**src/rtl/core/assert_macros.svh**
```systemverilog
// assertion helpers
`ifndef ASSERT_MACROS_SVH
`define ASSERT_MACROS_SVH
`define ASSERT_IMPL(lbl, clk, rst, a, c) \
   lbl: assert property (@(posedge clk) disable iff (rst) (a) |-> (c)) else $error("lbl");
`define ASSERT_NEXT(lbl, clk, rst, a, c) \
   lbl: assert property (@(posedge clk) disable iff (rst) (a) |=> (c)) else $error("lbl");
`endif

```
**src/rtl/core/bsra_pkg.sv**
```systemverilog
package bsra_pkg;
   localparam int NUM_PROCS_DEF = 8;
   localparam int NUM_RES_DEF = 4;
   localparam int UNIT_BITS_DEF = 8;
   localparam int IN_UNIT_W = 8;
   localparam int PROC_W = 3;
   localparam int RES_W = 2;
   localparam int MODE_W = 3;
   localparam int STATUS_W = 3;

   localparam logic [MODE_W-1:0] MODE_TOTAL = 3'd0;
   localparam logic [MODE_W-1:0] MODE_MAX = 3'd1;
   localparam logic [MODE_W-1:0] MODE_ALLOC = 3'd2;
   localparam logic [MODE_W-1:0] MODE_REQ = 3'd3;
   localparam logic [MODE_W-1:0] MODE_CHECK = 3'd4;

   localparam logic [STATUS_W-1:0] ST_LOADED = 3'd0;
   localparam logic [STATUS_W-1:0] ST_GRANTED = 3'd1;
   localparam logic [STATUS_W-1:0] ST_OVER_NEED = 3'd2;
   localparam logic [STATUS_W-1:0] ST_UNAVAIL = 3'd3;
   localparam logic [STATUS_W-1:0] ST_UNSAFE = 3'd4;
   localparam logic [STATUS_W-1:0] ST_SAFE = 3'd5;
   localparam logic [STATUS_W-1:0] ST_DEADLOCK = 3'd6;

   typedef struct packed {
      logic load;       // latch item
      logic sum_clr;
      logic sum_step;   // add one allocation to column sum
      logic set_total;
      logic load_cell;  // max or alloc write
      logic need_step;  // refresh need of one resource
      logic apply_req;
      logic undo_req;
      logic scan_init;
      logic scan_step;
      logic rel_step;   // release one resource
      logic mark_fin;
   } ctl_type;

   typedef struct packed {
      logic over_need;
      logic over_avail;
      logic scan_fit;   // current process fits
      logic all_done;
      logic done_cand;
   } sts_type;
endpackage

```
**src/rtl/core/bankers_safe_resource_allocator_unit.sv**
```systemverilog
// Banker's-algorithm resource guard.
// req_ channel: one beat per item; tuser holds the mode, tdata the
// process, resource, load value and four request amounts.
// rsp_ channel: one beat per item; tdata holds status, completed flag
// and the echoed process index.
// One item is handled at a time; req_tready is high only while idle.
// Ignored items and denied requests go from decode straight to the
// result beat; maximum and allocation loads then refresh the need of
// each resource; set total first sums the allocation column over the
// processes; a request or check runs the safety scan, a loop over the
// processes that restarts after each process that fits, and a granted
// request that completes its process then releases each resource.
// The result beat is held until rsp_tready; the next item is taken the
// cycle after the beat goes.
// Reset clears all tables and returns the block to idle at once.
`include "assert_macros.svh"
module bankers_safe_resource_allocator_unit
   import bsra_pkg::*;
#(
   parameter int NUM_PROCS = NUM_PROCS_DEF,
   parameter int NUM_RES = NUM_RES_DEF,
   parameter int UNIT_BITS = UNIT_BITS_DEF
) (
   input  logic        clock,
   input  logic        reset,
   input  logic        req_tvalid,
   output logic        req_tready,
   input  logic [47:0] req_tdata,  // proc_id, res_id, load_value, request_0..3
   input  logic [2:0]  req_tuser,  // mode
   output logic        rsp_tvalid,
   input  logic        rsp_tready,
   output logic [7:0]  rsp_tdata   // status, completed, proc_echo, zero pad
);
   localparam int PW = (NUM_PROCS > 1) ? $clog2(NUM_PROCS) : 1;
   localparam int RW = (NUM_RES > 1) ? $clog2(NUM_RES) : 1;

   logic                in_fire;
   logic                busy, out_valid, completed;
   logic [STATUS_W-1:0] status;
   ctl_type             ctl;
   sts_type             sts;
   logic [PW-1:0]       proc_sel;
   logic [RW-1:0]       res_sel;
   logic [MODE_W-1:0]   mode_ff;
   logic [44:0]         data_ff;

   assign req_tready = !busy;
   assign in_fire = req_tvalid && req_tready;
   assign rsp_tvalid = out_valid;
   assign rsp_tdata = {1'b0, data_ff[2:0], completed, status};

   always_ff @(posedge clock) begin
      if (in_fire) begin
         mode_ff <= req_tuser;
         data_ff <= req_tdata[44:0];
      end
   end

   bsra_ctrl #(.NUM_PROCS(NUM_PROCS), .NUM_RES(NUM_RES)) u_ctrl (
      .clock(clock), .reset(reset), .in_fire(in_fire), .mode(mode_ff),
      .proc_id(data_ff[2:0]), .res_id(data_ff[4:3]), .sts(sts),
      .out_take(rsp_tready), .ctl(ctl), .proc_sel(proc_sel), .res_sel(res_sel),
      .busy(busy), .out_valid(out_valid), .status(status), .completed(completed)
   );

   bsra_datapath #(.NUM_PROCS(NUM_PROCS), .NUM_RES(NUM_RES), .UNIT_BITS(UNIT_BITS))
   u_dp (
      .clock(clock), .reset(reset), .ctl(ctl), .proc_sel(proc_sel), .res_sel(res_sel),
      .mode(mode_ff), .proc_id(data_ff[2:0]), .res_id(data_ff[4:3]),
      .load_value(data_ff[12:5]), .req_vec(data_ff[44:13]),
      .sts(sts)
   );

   `ASSERT_NEXT(a_busy_after_take, clock, reset, in_fire, busy)
   `ASSERT_IMPL(a_cmp_granted, clock, reset, rsp_tvalid && completed,
                status == ST_GRANTED)
   `ASSERT_NEXT(a_idle_after_beat, clock, reset, rsp_tvalid && rsp_tready, req_tready)
endmodule

```
**src/rtl/core/bsra_datapath.sv**
```systemverilog
module bsra_datapath
   import bsra_pkg::*;
#(
   parameter int NUM_PROCS = NUM_PROCS_DEF,
   parameter int NUM_RES = NUM_RES_DEF,
   parameter int UNIT_BITS = UNIT_BITS_DEF,
   localparam int PW = (NUM_PROCS > 1) ? $clog2(NUM_PROCS) : 1,
   localparam int RW = (NUM_RES > 1) ? $clog2(NUM_RES) : 1
) (
   input  logic                  clock,
   input  logic                  reset,
   input  ctl_type               ctl,
   input  logic [PW-1:0]         proc_sel,
   input  logic [RW-1:0]         res_sel,
   input  logic [MODE_W-1:0]     mode,
   input  logic [PROC_W-1:0]     proc_id,
   input  logic [RES_W-1:0]      res_id,
   input  logic [IN_UNIT_W-1:0]  load_value,
   input  logic [4*IN_UNIT_W-1:0] req_vec,
   output sts_type               sts
);
   localparam logic [UNIT_BITS-1:0] UMAX = {UNIT_BITS{1'b1}};
   localparam int SW = UNIT_BITS + PW + 1;

   logic [UNIT_BITS-1:0] avail_ff [NUM_RES];
   logic [UNIT_BITS-1:0] alloc_ff [NUM_PROCS][NUM_RES];
   logic [UNIT_BITS-1:0] max_ff   [NUM_PROCS][NUM_RES];
   logic [UNIT_BITS-1:0] need_ff  [NUM_PROCS][NUM_RES];
   logic [NUM_PROCS-1:0] fin_ff;
   logic [UNIT_BITS-1:0] work_ff  [NUM_RES];
   logic [NUM_PROCS-1:0] wfin_ff;
   logic [SW-1:0]        sum_ff, sum_in;
   logic [UNIT_BITS-1:0] val_sat;
   logic [UNIT_BITS-1:0] req_u [NUM_RES];
   logic [PW-1:0]        pi;
   logic [RW-1:0]        ri;
   logic                 fits;
   logic [UNIT_BITS:0]   wsum [NUM_RES];
   logic [UNIT_BITS+1:0] anew;

   assign pi = proc_id[PW-1:0];
   assign ri = res_id[RW-1:0];

   always_comb begin
      if ({8'd0, load_value} > 16'(UMAX)) val_sat = UMAX;
      else val_sat = UNIT_BITS'(load_value);
      for (int r = 0; r < NUM_RES; r++) begin
         if ({8'd0, req_vec[r*IN_UNIT_W +: IN_UNIT_W]} > 16'(UMAX)) req_u[r] = UMAX;
         else req_u[r] = UNIT_BITS'(req_vec[r*IN_UNIT_W +: IN_UNIT_W]);
      end
   end

   always_comb begin
      sts.over_need = 1'b0;
      sts.over_avail = 1'b0;
      sts.done_cand = !fin_ff[pi];
      fits = !wfin_ff[proc_sel];
      for (int r = 0; r < NUM_RES; r++) begin
         if ({8'd0, req_vec[r*IN_UNIT_W +: IN_UNIT_W]} > 16'(need_ff[pi][r]))
            sts.over_need = 1'b1;
         if ({8'd0, req_vec[r*IN_UNIT_W +: IN_UNIT_W]} > 16'(avail_ff[r]))
            sts.over_avail = 1'b1;
         if (need_ff[proc_sel][r] > work_ff[r]) fits = 1'b0;
         if (alloc_ff[pi][r] < max_ff[pi][r]) sts.done_cand = 1'b0;
         wsum[r] = {1'b0, work_ff[r]} + {1'b0, alloc_ff[proc_sel][r]};
      end
      sts.scan_fit = fits;
      sts.all_done = &wfin_ff;
      sum_in = sum_ff + SW'(alloc_ff[proc_sel][ri]);
      anew = {2'b0, avail_ff[ri]} + {2'b0, alloc_ff[pi][ri]} - {2'b0, val_sat};
   end

   always_ff @(posedge clock) begin
      if (reset) begin
         fin_ff <= '0;
         wfin_ff <= '0;
         sum_ff <= '0;
         for (int r = 0; r < NUM_RES; r++) begin
            avail_ff[r] <= '0;
            work_ff[r] <= '0;
            for (int p = 0; p < NUM_PROCS; p++) begin
               alloc_ff[p][r] <= '0;
               max_ff[p][r] <= '0;
               need_ff[p][r] <= '0;
            end
         end
      end else begin
         if (ctl.sum_clr) sum_ff <= '0;
         if (ctl.sum_step) sum_ff <= sum_in;
         if (ctl.set_total)
            avail_ff[ri] <= (SW'(val_sat) > sum_ff) ? UNIT_BITS'(SW'(val_sat) - sum_ff) : '0;
         if (ctl.load_cell) begin
            fin_ff[pi] <= 1'b0;
            if (mode == MODE_MAX) max_ff[pi][ri] <= val_sat;
            else begin
               alloc_ff[pi][ri] <= val_sat;
               if (anew[UNIT_BITS+1]) avail_ff[ri] <= '0;
               else if (anew[UNIT_BITS]) avail_ff[ri] <= UMAX;
               else avail_ff[ri] <= anew[UNIT_BITS-1:0];
            end
         end
         if (ctl.need_step) begin
            if (fin_ff[pi] || alloc_ff[pi][res_sel] >= max_ff[pi][res_sel])
               need_ff[pi][res_sel] <= '0;
            else
               need_ff[pi][res_sel] <= max_ff[pi][res_sel] - alloc_ff[pi][res_sel];
         end
         if (ctl.apply_req || ctl.undo_req) begin
            for (int r = 0; r < NUM_RES; r++) begin
               if (ctl.apply_req) begin
                  avail_ff[r] <= avail_ff[r] - req_u[r];
                  alloc_ff[pi][r] <= alloc_ff[pi][r] + req_u[r];
                  need_ff[pi][r] <= need_ff[pi][r] - req_u[r];
               end else begin
                  avail_ff[r] <= avail_ff[r] + req_u[r];
                  alloc_ff[pi][r] <= alloc_ff[pi][r] - req_u[r];
                  need_ff[pi][r] <= need_ff[pi][r] + req_u[r];
               end
            end
         end
         if (ctl.scan_init) begin
            wfin_ff <= fin_ff;
            for (int r = 0; r < NUM_RES; r++)
               work_ff[r] <= ctl.apply_req ? avail_ff[r] - req_u[r] : avail_ff[r];
         end
         if (ctl.scan_step && fits) begin
            wfin_ff[proc_sel] <= 1'b1;
            for (int r = 0; r < NUM_RES; r++)
               work_ff[r] <= wsum[r][UNIT_BITS] ? UMAX : wsum[r][UNIT_BITS-1:0];
         end
         if (ctl.rel_step) begin
            avail_ff[res_sel] <= ({1'b0, avail_ff[res_sel]} + {1'b0, alloc_ff[pi][res_sel]}
                                  > {1'b0, UMAX}) ? UMAX
                                 : avail_ff[res_sel] + alloc_ff[pi][res_sel];
            alloc_ff[pi][res_sel] <= '0;
            need_ff[pi][res_sel] <= '0;
         end
         if (ctl.mark_fin) fin_ff[pi] <= 1'b1;
      end
   end
endmodule

```
**src/rtl/core/bsra_ctrl.sv**
```systemverilog
module bsra_ctrl
   import bsra_pkg::*;
#(
   parameter int NUM_PROCS = NUM_PROCS_DEF,
   parameter int NUM_RES = NUM_RES_DEF,
   localparam int PW = (NUM_PROCS > 1) ? $clog2(NUM_PROCS) : 1,
   localparam int RW = (NUM_RES > 1) ? $clog2(NUM_RES) : 1
) (
   input  logic                clock,
   input  logic                reset,
   input  logic                in_fire,
   input  logic [MODE_W-1:0]   mode,
   input  logic [PROC_W-1:0]   proc_id,
   input  logic [RES_W-1:0]    res_id,
   input  sts_type             sts,
   input  logic                out_take,
   output ctl_type             ctl,
   output logic [PW-1:0]       proc_sel,
   output logic [RW-1:0]       res_sel,
   output logic                busy,
   output logic                out_valid,
   output logic [STATUS_W-1:0] status,
   output logic                completed
);
   localparam logic [2:0] S_IDLE = 3'd0;
   localparam logic [2:0] S_SUM  = 3'd1;
   localparam logic [2:0] S_NEED = 3'd2;
   localparam logic [2:0] S_SCAN = 3'd3;
   localparam logic [2:0] S_REL  = 3'd4;
   localparam logic [2:0] S_OUT  = 3'd5;
   localparam logic [2:0] S_DEC  = 3'd6;
   localparam logic [2:0] S_TOT  = 3'd7;

   logic [2:0]          state_ff, state_in;
   logic [PW-1:0]       p_ff, p_in;
   logic [RW-1:0]       r_ff, r_in;
   logic                prog_ff, prog_in;
   logic [STATUS_W-1:0] st_ff, st_in;
   logic                cmp_ff, cmp_in;
   logic                p_ok, r_ok, last_p, last_r;

   assign p_ok = 32'(proc_id) < NUM_PROCS;
   assign r_ok = 32'(res_id) < NUM_RES;
   assign last_p = 32'(p_ff) == NUM_PROCS - 1;
   assign last_r = 32'(r_ff) == NUM_RES - 1;
   assign proc_sel = p_ff;
   assign res_sel = r_ff;
   assign busy = state_ff != S_IDLE;
   assign out_valid = state_ff == S_OUT;
   assign status = st_ff;
   assign completed = cmp_ff;

   always_comb begin
      state_in = state_ff;
      p_in = p_ff;
      r_in = r_ff;
      prog_in = prog_ff;
      st_in = st_ff;
      cmp_in = cmp_ff;
      ctl = '0;
      case (state_ff)
         S_IDLE: begin
            if (in_fire) begin
               ctl.load = 1'b1;
               st_in = ST_LOADED;
               cmp_in = 1'b0;
               state_in = S_DEC;
            end
         end
         S_DEC: begin
            p_in = '0;
            r_in = '0;
            state_in = S_OUT;
            case (mode)
               MODE_TOTAL: if (r_ok) begin
                  ctl.sum_clr = 1'b1;
                  r_in = res_id[RW-1:0];
                  state_in = S_SUM;
               end
               MODE_MAX, MODE_ALLOC: if (p_ok && r_ok) begin
                  ctl.load_cell = 1'b1;
                  state_in = S_NEED;
               end
               MODE_REQ: begin
                  if (!p_ok || sts.over_need) st_in = ST_OVER_NEED;
                  else if (sts.over_avail) st_in = ST_UNAVAIL;
                  else begin
                     ctl.apply_req = 1'b1;
                     ctl.scan_init = 1'b1;
                     prog_in = 1'b0;
                     state_in = S_SCAN;
                  end
               end
               MODE_CHECK: begin
                  ctl.scan_init = 1'b1;
                  prog_in = 1'b0;
                  state_in = S_SCAN;
               end
               default: ;
            endcase
         end
         S_SUM: begin
            ctl.sum_step = 1'b1;
            p_in = p_ff + 1'b1;
            if (last_p) begin
               p_in = '0;
               state_in = S_TOT;
            end
         end
         S_TOT: begin
            ctl.set_total = 1'b1;
            state_in = S_OUT;
         end
         S_NEED: begin
            ctl.need_step = 1'b1;
            r_in = r_ff + 1'b1;
            if (last_r) begin
               r_in = '0;
               state_in = S_OUT;
            end
         end
         S_SCAN: begin
            ctl.scan_step = 1'b1;
            p_in = p_ff + 1'b1;
            if (sts.scan_fit) begin
               p_in = '0;
               prog_in = 1'b1;
            end else if (last_p) begin
               p_in = '0;
               if (prog_ff) prog_in = 1'b0;
               else begin
                  if (mode == MODE_CHECK) begin
                     st_in = sts.all_done ? ST_SAFE : ST_DEADLOCK;
                     state_in = S_OUT;
                  end else if (!sts.all_done) begin
                     ctl.undo_req = 1'b1;
                     st_in = ST_UNSAFE;
                     state_in = S_OUT;
                  end else begin
                     st_in = ST_GRANTED;
                     if (sts.done_cand) begin
                        cmp_in = 1'b1;
                        r_in = '0;
                        state_in = S_REL;
                     end else state_in = S_OUT;
                  end
               end
            end
         end
         S_REL: begin
            ctl.rel_step = 1'b1;
            r_in = r_ff + 1'b1;
            if (last_r) begin
               r_in = '0;
               ctl.mark_fin = 1'b1;
               state_in = S_OUT;
            end
         end
         S_OUT: if (out_take) state_in = S_IDLE;
         default: state_in = S_IDLE;
      endcase
      if (last_p && state_ff == S_SCAN && sts.scan_fit) p_in = '0;
      if (last_p && state_ff == S_SUM) p_in = '0;
      if (state_ff == S_SUM && last_p) r_in = r_ff;
      if (state_ff == S_SCAN) r_in = (state_in == S_REL) ? '0 : r_ff;
   end

   always_ff @(posedge clock) begin
      if (reset) begin
         state_ff <= S_IDLE;
         p_ff <= '0;
         r_ff <= '0;
         prog_ff <= 1'b0;
         st_ff <= ST_LOADED;
         cmp_ff <= 1'b0;
      end else begin
         state_ff <= state_in;
         p_ff <= p_in;
         r_ff <= r_in;
         prog_ff <= prog_in;
         st_ff <= st_in;
         cmp_ff <= cmp_in;
      end
   end
endmodule

```
**config.mk**
```make
export PLATFORM = sky130hd
export DESIGN_NAME = bankers_safe_resource_allocator_unit
export DESIGN_NICKNAME = d
export VERILOG_FILES = /design/src/rtl/core/bsra_pkg.sv /design/src/rtl/core/bankers_safe_resource_allocator_unit.sv /design/src/rtl/core/bsra_datapath.sv /design/src/rtl/core/bsra_ctrl.sv
export VERILOG_INCLUDE_DIRS = /design/src /design/src/rtl/core
export SDC_FILE = /design/constraint.sdc
export NUM_CORES = 2
export LEC_CHECK = 0
export ABC_AREA = 0
export BUFFER_PORTS_ARGS = -buffer_cell sky130_fd_sc_hd__buf_4
export CAP_MARGIN = 25
export CORE_AREA = 2 2 438 440
export CTS_BUF_LIST = sky130_fd_sc_hd__clkbuf_8 sky130_fd_sc_hd__clkbuf_16
export DETAILED_ROUTE_END_ITERATION = 12
export DIE_AREA = 0 0 440 442
export PLACE_DENSITY = 0.54
export SLEW_MARGIN = 20
export SYNTH_ARGS = -nofsm -noshare
export SYNTH_HDL_FRONTEND = slang
export SYNTH_HIERARCHICAL = 1
export SYNTH_SLANG_ARGS = --single-unit
```
**constraint.sdc**
```tcl
create_clock -name clock -period 9.8 [get_ports clock]
set_input_delay 1.96 -clock clock [delete_from_list [all_inputs] [get_ports clock]]
set_output_delay 1.96 -clock clock [all_outputs]
set_load 0.05 [all_outputs]
```
-- Word level (Yosys, flattened, before mapping)
Memories as Yosys holds them, arrays and structs flattened. A register that Yosys moved wholly into a read port is not among the register bits.
Cells that the tools add are included.
- bitwise operators: 249
- reductions and logical operators: 36
- order comparisons: 27
- $add $sub $neg: 37
- equality and inequality tests: 29
- muxes and demuxes: 452
- operator list (cell ; number):
    two-way mux 8 bit ; 47
    two-way mux 32 bit ; 11
    two-way mux 1 bit ; 330
    bitwise OR 1 bit ; 243
    subtractor 8 bit ; 14
    adder 8 bit ; 13
    > comparator 8 bit ; 12
    OR reduction 32 bit ; 3
    two-way mux 3 bit ; 31
    binary-select mux 8 bit (select 2 bit) ; 4
    adder 8 x 8 -> 9 bit ; 6
    demux 8 bit (select 2 bit) ; 2
    < comparator 8 bit ; 4
    two-way mux 12 bit ; 2
    two-way mux 2 bit ; 12
    equality test 3 bit (second input constant) ; 7
    one-hot mux 3 bit (7 select lines) ; 1
    one-hot mux 3 bit (3 select lines) ; 2
    inequality test 2 bit (second input constant) ; 8
    bitwise OR 8 bit ; 2
    AND reduction 8 bit ; 2
    OR reduction 8 bit ; 2
    adder 12 x 8 -> 12 bit ; 1
    equality test 3 x 2 -> 1 bit (second input constant) ; 4
    other kinds (35) ; 67
- output and inout bits: 10
- input bits: 55
- register bits after elaboration: 89
- memory bits (writable): 832
- memories kept: 5
- logic and storage cells: 846
- memories (name ; depth ; width ; rd ports ; clocked after Yosys merged registers in ; wr ports ; line ; source):
    u_dp.alloc_ff ; 8 ; 32 ; 2 ; 2 ; 8 ; bsra_datapath.sv:26 ; logic [UNIT_BITS-1:0] alloc_ff [NUM_PROCS][NUM_RES];
    u_dp.max_ff ; 8 ; 32 ; 1 ; 1 ; 8 ; bsra_datapath.sv:27 ; logic [UNIT_BITS-1:0] max_ff [NUM_PROCS][NUM_RES];
    u_dp.need_ff ; 8 ; 32 ; 2 ; 2 ; 8 ; bsra_datapath.sv:28 ; logic [UNIT_BITS-1:0] need_ff [NUM_PROCS][NUM_RES];
    u_dp.avail_ff ; 4 ; 8 ; 6 ; 2 ; 4 ; bsra_datapath.sv:25 ; logic [UNIT_BITS-1:0] avail_ff [NUM_RES];
    u_dp.work_ff ; 4 ; 8 ; 4 ; 0 ; 4 ; bsra_datapath.sv:30 ; logic [UNIT_BITS-1:0] work_ff [NUM_RES];

-- Longest topological paths before layout
- depth in word-level cells: 19
- mapped depth: 29

-- Cells and area by module
Netlist, hierarchy kept.
- modules (own cells, without submodules) (module ; area each (µm²) ; instances ; cells each):
    bsra_datapath ; 54158.2 ; 1 ; 5192
    bankers_safe_resource_allocator_unit ; 1492.7 ; 1 ; 56
    bsra_ctrl ; 1049.8 ; 1 ; 139

-- Least setup slack after synthesis
No wires, ideal clock.
- path type: register to register
- start: reg u_ctrl.p_ff[0] (netlist: u_ctrl/proc_sel[0])
- end: mem u_dp/alloc_ff[2][0] (netlist bit) (enable)
- arrival: 5962 ps
- setup time: 303 ps
- required time: 9497 ps
- stages on the path, launching flop included: 27
- path slack: 3534 ps
- period minus slack after synthesis: 6266 ps
- cell sequence: dfxtp_1 clkbuf_1 nor3b_1 buf_2 buf_1 clkbuf_1 buf_2 a22oi_1 nand4_1 ha_1 nor2b_1 o21a_1 o21a_1 o21a_1 nor4_1 clkbuf_1 and3_1 buf_4 and4bb_1 nand2_1 nor3b_1 o21bai_1 clkbuf_1 buf_1 o211ai_1 nand2_1 nand2_1
- RTL lines (item ; line ; source):
    from (decl) ; bsra_ctrl.sv:35 ; logic [PW-1:0] p_ff, p_in;
    from (signal assigned) ; bsra_ctrl.sv:178 ; p_ff <= p_in;
    to (decl) ; bsra_datapath.sv:26 ;

==> run summary <==
status = finished, final reports clean
Die Ht = 442 microns
Port Buffer Count = 60
R2R cell count = 24
critical path class = reg2reg
post-synthesis cell count = 5387
final worst-path cycle share = 0.882
Pwr per Cell Area = 244 nW/um^2
WL met2 = 98.7 mm
final WL = 229 mm
Slew HR = 0.183
RSZ-0062 raised after global routing = no
post-synthesis sequential area ratio = 0.481
FMAX = 116 MHz
GRT Residual Overflow = 0
Final Hold Fails = 0
DR top layer = met5
final setup violation count = 0
met3 WL post-DR = 24.9 mm
Setup Skew = 0.0537 ns
row count = 160
Final Max Tran Viols = 0
# IOs = 65
syn avg cell area = 10.5 sq um
synth top area cells = edfxtp_1 (47%), a22oi_1 (7.7%), ha_1 (7.0%), nor2_1 (4.8%), and2_1 (2.3%)
Die Area = 194000 sq um
Placer Congestion = 0.982
Hold Path End = u_ctrl/completed$_SDFFE_PP0P_
Core Box Area = 190000 sq um
all-layer global routing usage = 0.228
Worst setup EP type = flop
CP Launch Type = flop
crit path cell chain = nor2b_1 > and2_4 > buf_4 > a22oi_1 > and4_1 > ha_1 > inv_1 > fa_1 > a21o_1 > a21oi_1 > o21ai_0 > a21o_1 > a21oi_1 > or4_1 > nand4bb_1 > nor2_4 > nor2_1 > nor2_2 > buf_4 > o21ai_0 > a311oi_1 > o311a_1 > nand2_1 > nor2_1
Area growth, synth to finish = 12.8%
Nets = 5821
vias in the first global route = 45300
Initial Utilization = 0.299
Synth Net Count = 5798
maximum vdd drop = 0.000243 V
clk buf depth = 3
DIE WIDTH = 440 microns
postcts setup bufs = 0
via count = 47700
Place WS = 1.58 ns
Synth top area share = 0.466
slowest stage cell, crit path = edfxtp_1
reg2reg setup slack = 1.16 ns
H-tree levels = 3
Ys Warns = 6
DR pass1 iterations = 6
critical hold path startpoint = u_ctrl/completed$_SDFFE_PP0P_
hold crit path type = reg2reg
DRC viols = 0
Max Cap Viol = 0
Synth area leader = edfxtp_1
hold-fix buffers at CTS = 0
Final WS setup = 1.16 ns
clock slew at reported path FFs = 0.06 ns
Fillers = 19000
crit path DAT = 9.21 ns
first-pass GRT wire length = 324 mm
Final min period = 8.64 ns
slew of the pin with the lowest slew margin = 1.22 ns
async set-reset flop share out of synthesis = 0
Critical Path Fanout Max = 34
Clock Sink Count = 921
initial antenna violation count = 16
CTS buffer count = 104
number of DRC markers in iteration 0 = 6821
HPWL after DPL = 160 mm
Clock Latency Late Sink = 0.77 ns
leakage = 22.9 nW
Sum Neg Setup Slack = 0 ns
multi-input logic area = 27500 sq um
synthesized flop and latch total = 921
Antenna Nets Post-Route = 0
count of cell types in the netlist = 94
DR WL/cell = 28.6 microns
Crit path largest cell delay = 0.90 ns
post-synth design cell area = 56700 sq um
wl on met1 = 92.7 mm
Reg-to-Reg End = u_dp/alloc_ff[5][30]$_SDFFCE_PN0P_
worst hold stages = 2
Post-synth top flop = edfxtp_1
fin util = 0.337
Post-synth EDFFs = 880
reg2reg start = data_ff[0]$_DFFE_PP_
Hold WS = 0.478 ns
Required @ worst endpoint = 10.37 ns
share of layout cells above drive strength 1 = 0.101
CTS Root Cell = clkbuf_16
Resize count post-CTS = 0
vias per inst = 5.96
FF+latch area = 27300 sq um
largest net degree at the start of global routing = 65
TritonCTS clock tree = yes
-- metal layers --
layer  vias to the layer above  global-route usage
met5                         -                   0
met2                      2912               0.339
met3                       633              0.0497
li1                      20600                   -
met1                     23600               0.310
met4                        18               0.116
-- layout by cell type (no fill, tap or decap), drive strengths merged, types with 30 or more instances in the layout --
master / synthesis / layout
a22oi: 582 / 582
and2: 215 / 215
nand2: 287 / 287
buf: 113 / 254
nand4: 108 / 108
dfxtp: 41 / 41
mux4: 52 / 52
o21ai: 189 / 189
clkbuf: 226 / 109
o21bai: 31 / 31
fa: 40 / 40
a211oi: 43 / 43
a221oi: 34 / 34
a21o: 53 / 53
nand3: 66 / 66
a21oi: 193 / 193
mux2i: 81 / 81
xnor2: 85 / 85
nor2b: 66 / 66
nor3: 201 / 201
edfxtp: 880 / 880
clkinv: 2 / 44
nor2: 719 / 719
nand2b: 38 / 38
o221ai: 30 / 30
a221o: 39 / 39
ha: 316 / 316
inv: 195 / 225
o21a: 46 / 46
and4: 35 / 35
-- cell families after synthesis --
group / synth area share
compound gates: 0.185
xor+xnor: 0.0171
fa+ha+maj: 0.0839
buf+inv: 0.0372
flops: 0.481
mux: 0.0404
other cells: 0.0000661
simple gates: 0.155
-- metrics by stage --
step           cells  area, sq um  total power, mW
2_1_floorplan   5387        56700             8.95
5_1_grt         8005        64000             16.2
3_5_place_dp    7808        60600             11.6
6_report        8009        64000             15.6
3_3_place_gp    7799        60500             11.5
4_1_cts         7997        63900             15.4
-- report_power, final --
group	total (mW)	switching, mW	internal (mW)
Combinational	6.81	4.56	2.24
Sequential	4.93	0.342	4.59
Clock	3.84	1.69	2.15
Total	15.6	6.59	8.99
-- synthesized netlist by cell type, types with 50 or more instances --
master	count
edfxtp_1	880
ha_1	316
mux4_2	50
a21oi_1	193
nand3_1	66
nand2_1	287
nor3_1	198
nand4_1	108
nor2_1	719
inv_1	194
clkbuf_1	226
a22oi_1	582
buf_1	62
xnor2_1	85
and2_1	211
mux2i_1	81
nor2b_1	66
a21o_1	53
o21ai_0	175
-- worst max path at each step --
stage / from / endpoint / slack [ns] / cells past startpoint
after floorplan: u_ctrl/proc_sel[0]$_SDFFE_PP0P_ / u_dp/alloc_ff[2][0]$_SDFFCE_PN0P_ / 3.53 / 26
after global placement: data_ff[1]$_DFFE_PP_ / u_dp/alloc_ff[4][30]$_SDFFCE_PN0P_ / 1.70 / 25
after detailed placement: data_ff[1]$_DFFE_PP_ / u_dp/alloc_ff[5][30]$_SDFFCE_PN0P_ / 1.58 / 25
after CTS: data_ff[1]$_DFFE_PP_ / u_dp/alloc_ff[5][30]$_SDFFCE_PN0P_ / 1.47 / 25
after global routing: data_ff[1]$_DFFE_PP_ / u_dp/alloc_ff[2][30]$_SDFFCE_PN0P_ / 1.12 / 25
final: data_ff[0]$_DFFE_PP_ / u_dp/alloc_ff[5][30]$_SDFFCE_PN0P_ / 1.16 / 24
-- registers in the layout (all words and copies together) (netlist names) --
name and flops:
data_ff 45, mode_ff 3, u_ctrl/completed 1, u_ctrl/proc_sel 3, u_ctrl/prog_ff 1, u_ctrl/res_sel 2, u_ctrl/state_ff 3, u_ctrl/status 3
u_dp/alloc_ff 256, u_dp/avail_ff 32, u_dp/fin_ff 8, u_dp/max_ff 256, u_dp/need_ff 256, u_dp/sum_ff 12, u_dp/wfin_ff 8, u_dp/work_ff 32
-- worst max-delay path, delay by kind of cell, from the launching register on --
kind / cells / cell delay (ns)
buffers and inverters: 3 / 0.72
AND/OR/NAND/NOR: 10 / 4.63
flip-flops: 1 / 0.90
AO/OA/AOI/OAI: 9 / 1.67
adder cells (fa/ha/maj): 2 / 0.44
-- cell type report --
cell class                      count  share of cell area
Antenna cell                        5            0.000196
Clock buffer                      107              0.0419
Clock inverter                     82             0.00913
Inverter                          197              0.0116
Multi-Input combinational cell   3930               0.430
Sequential cell                   921               0.426
Tap cell                         2511              0.0491
Timing Repair Buffer              256              0.0316
(Power assumes the default switching activity.)
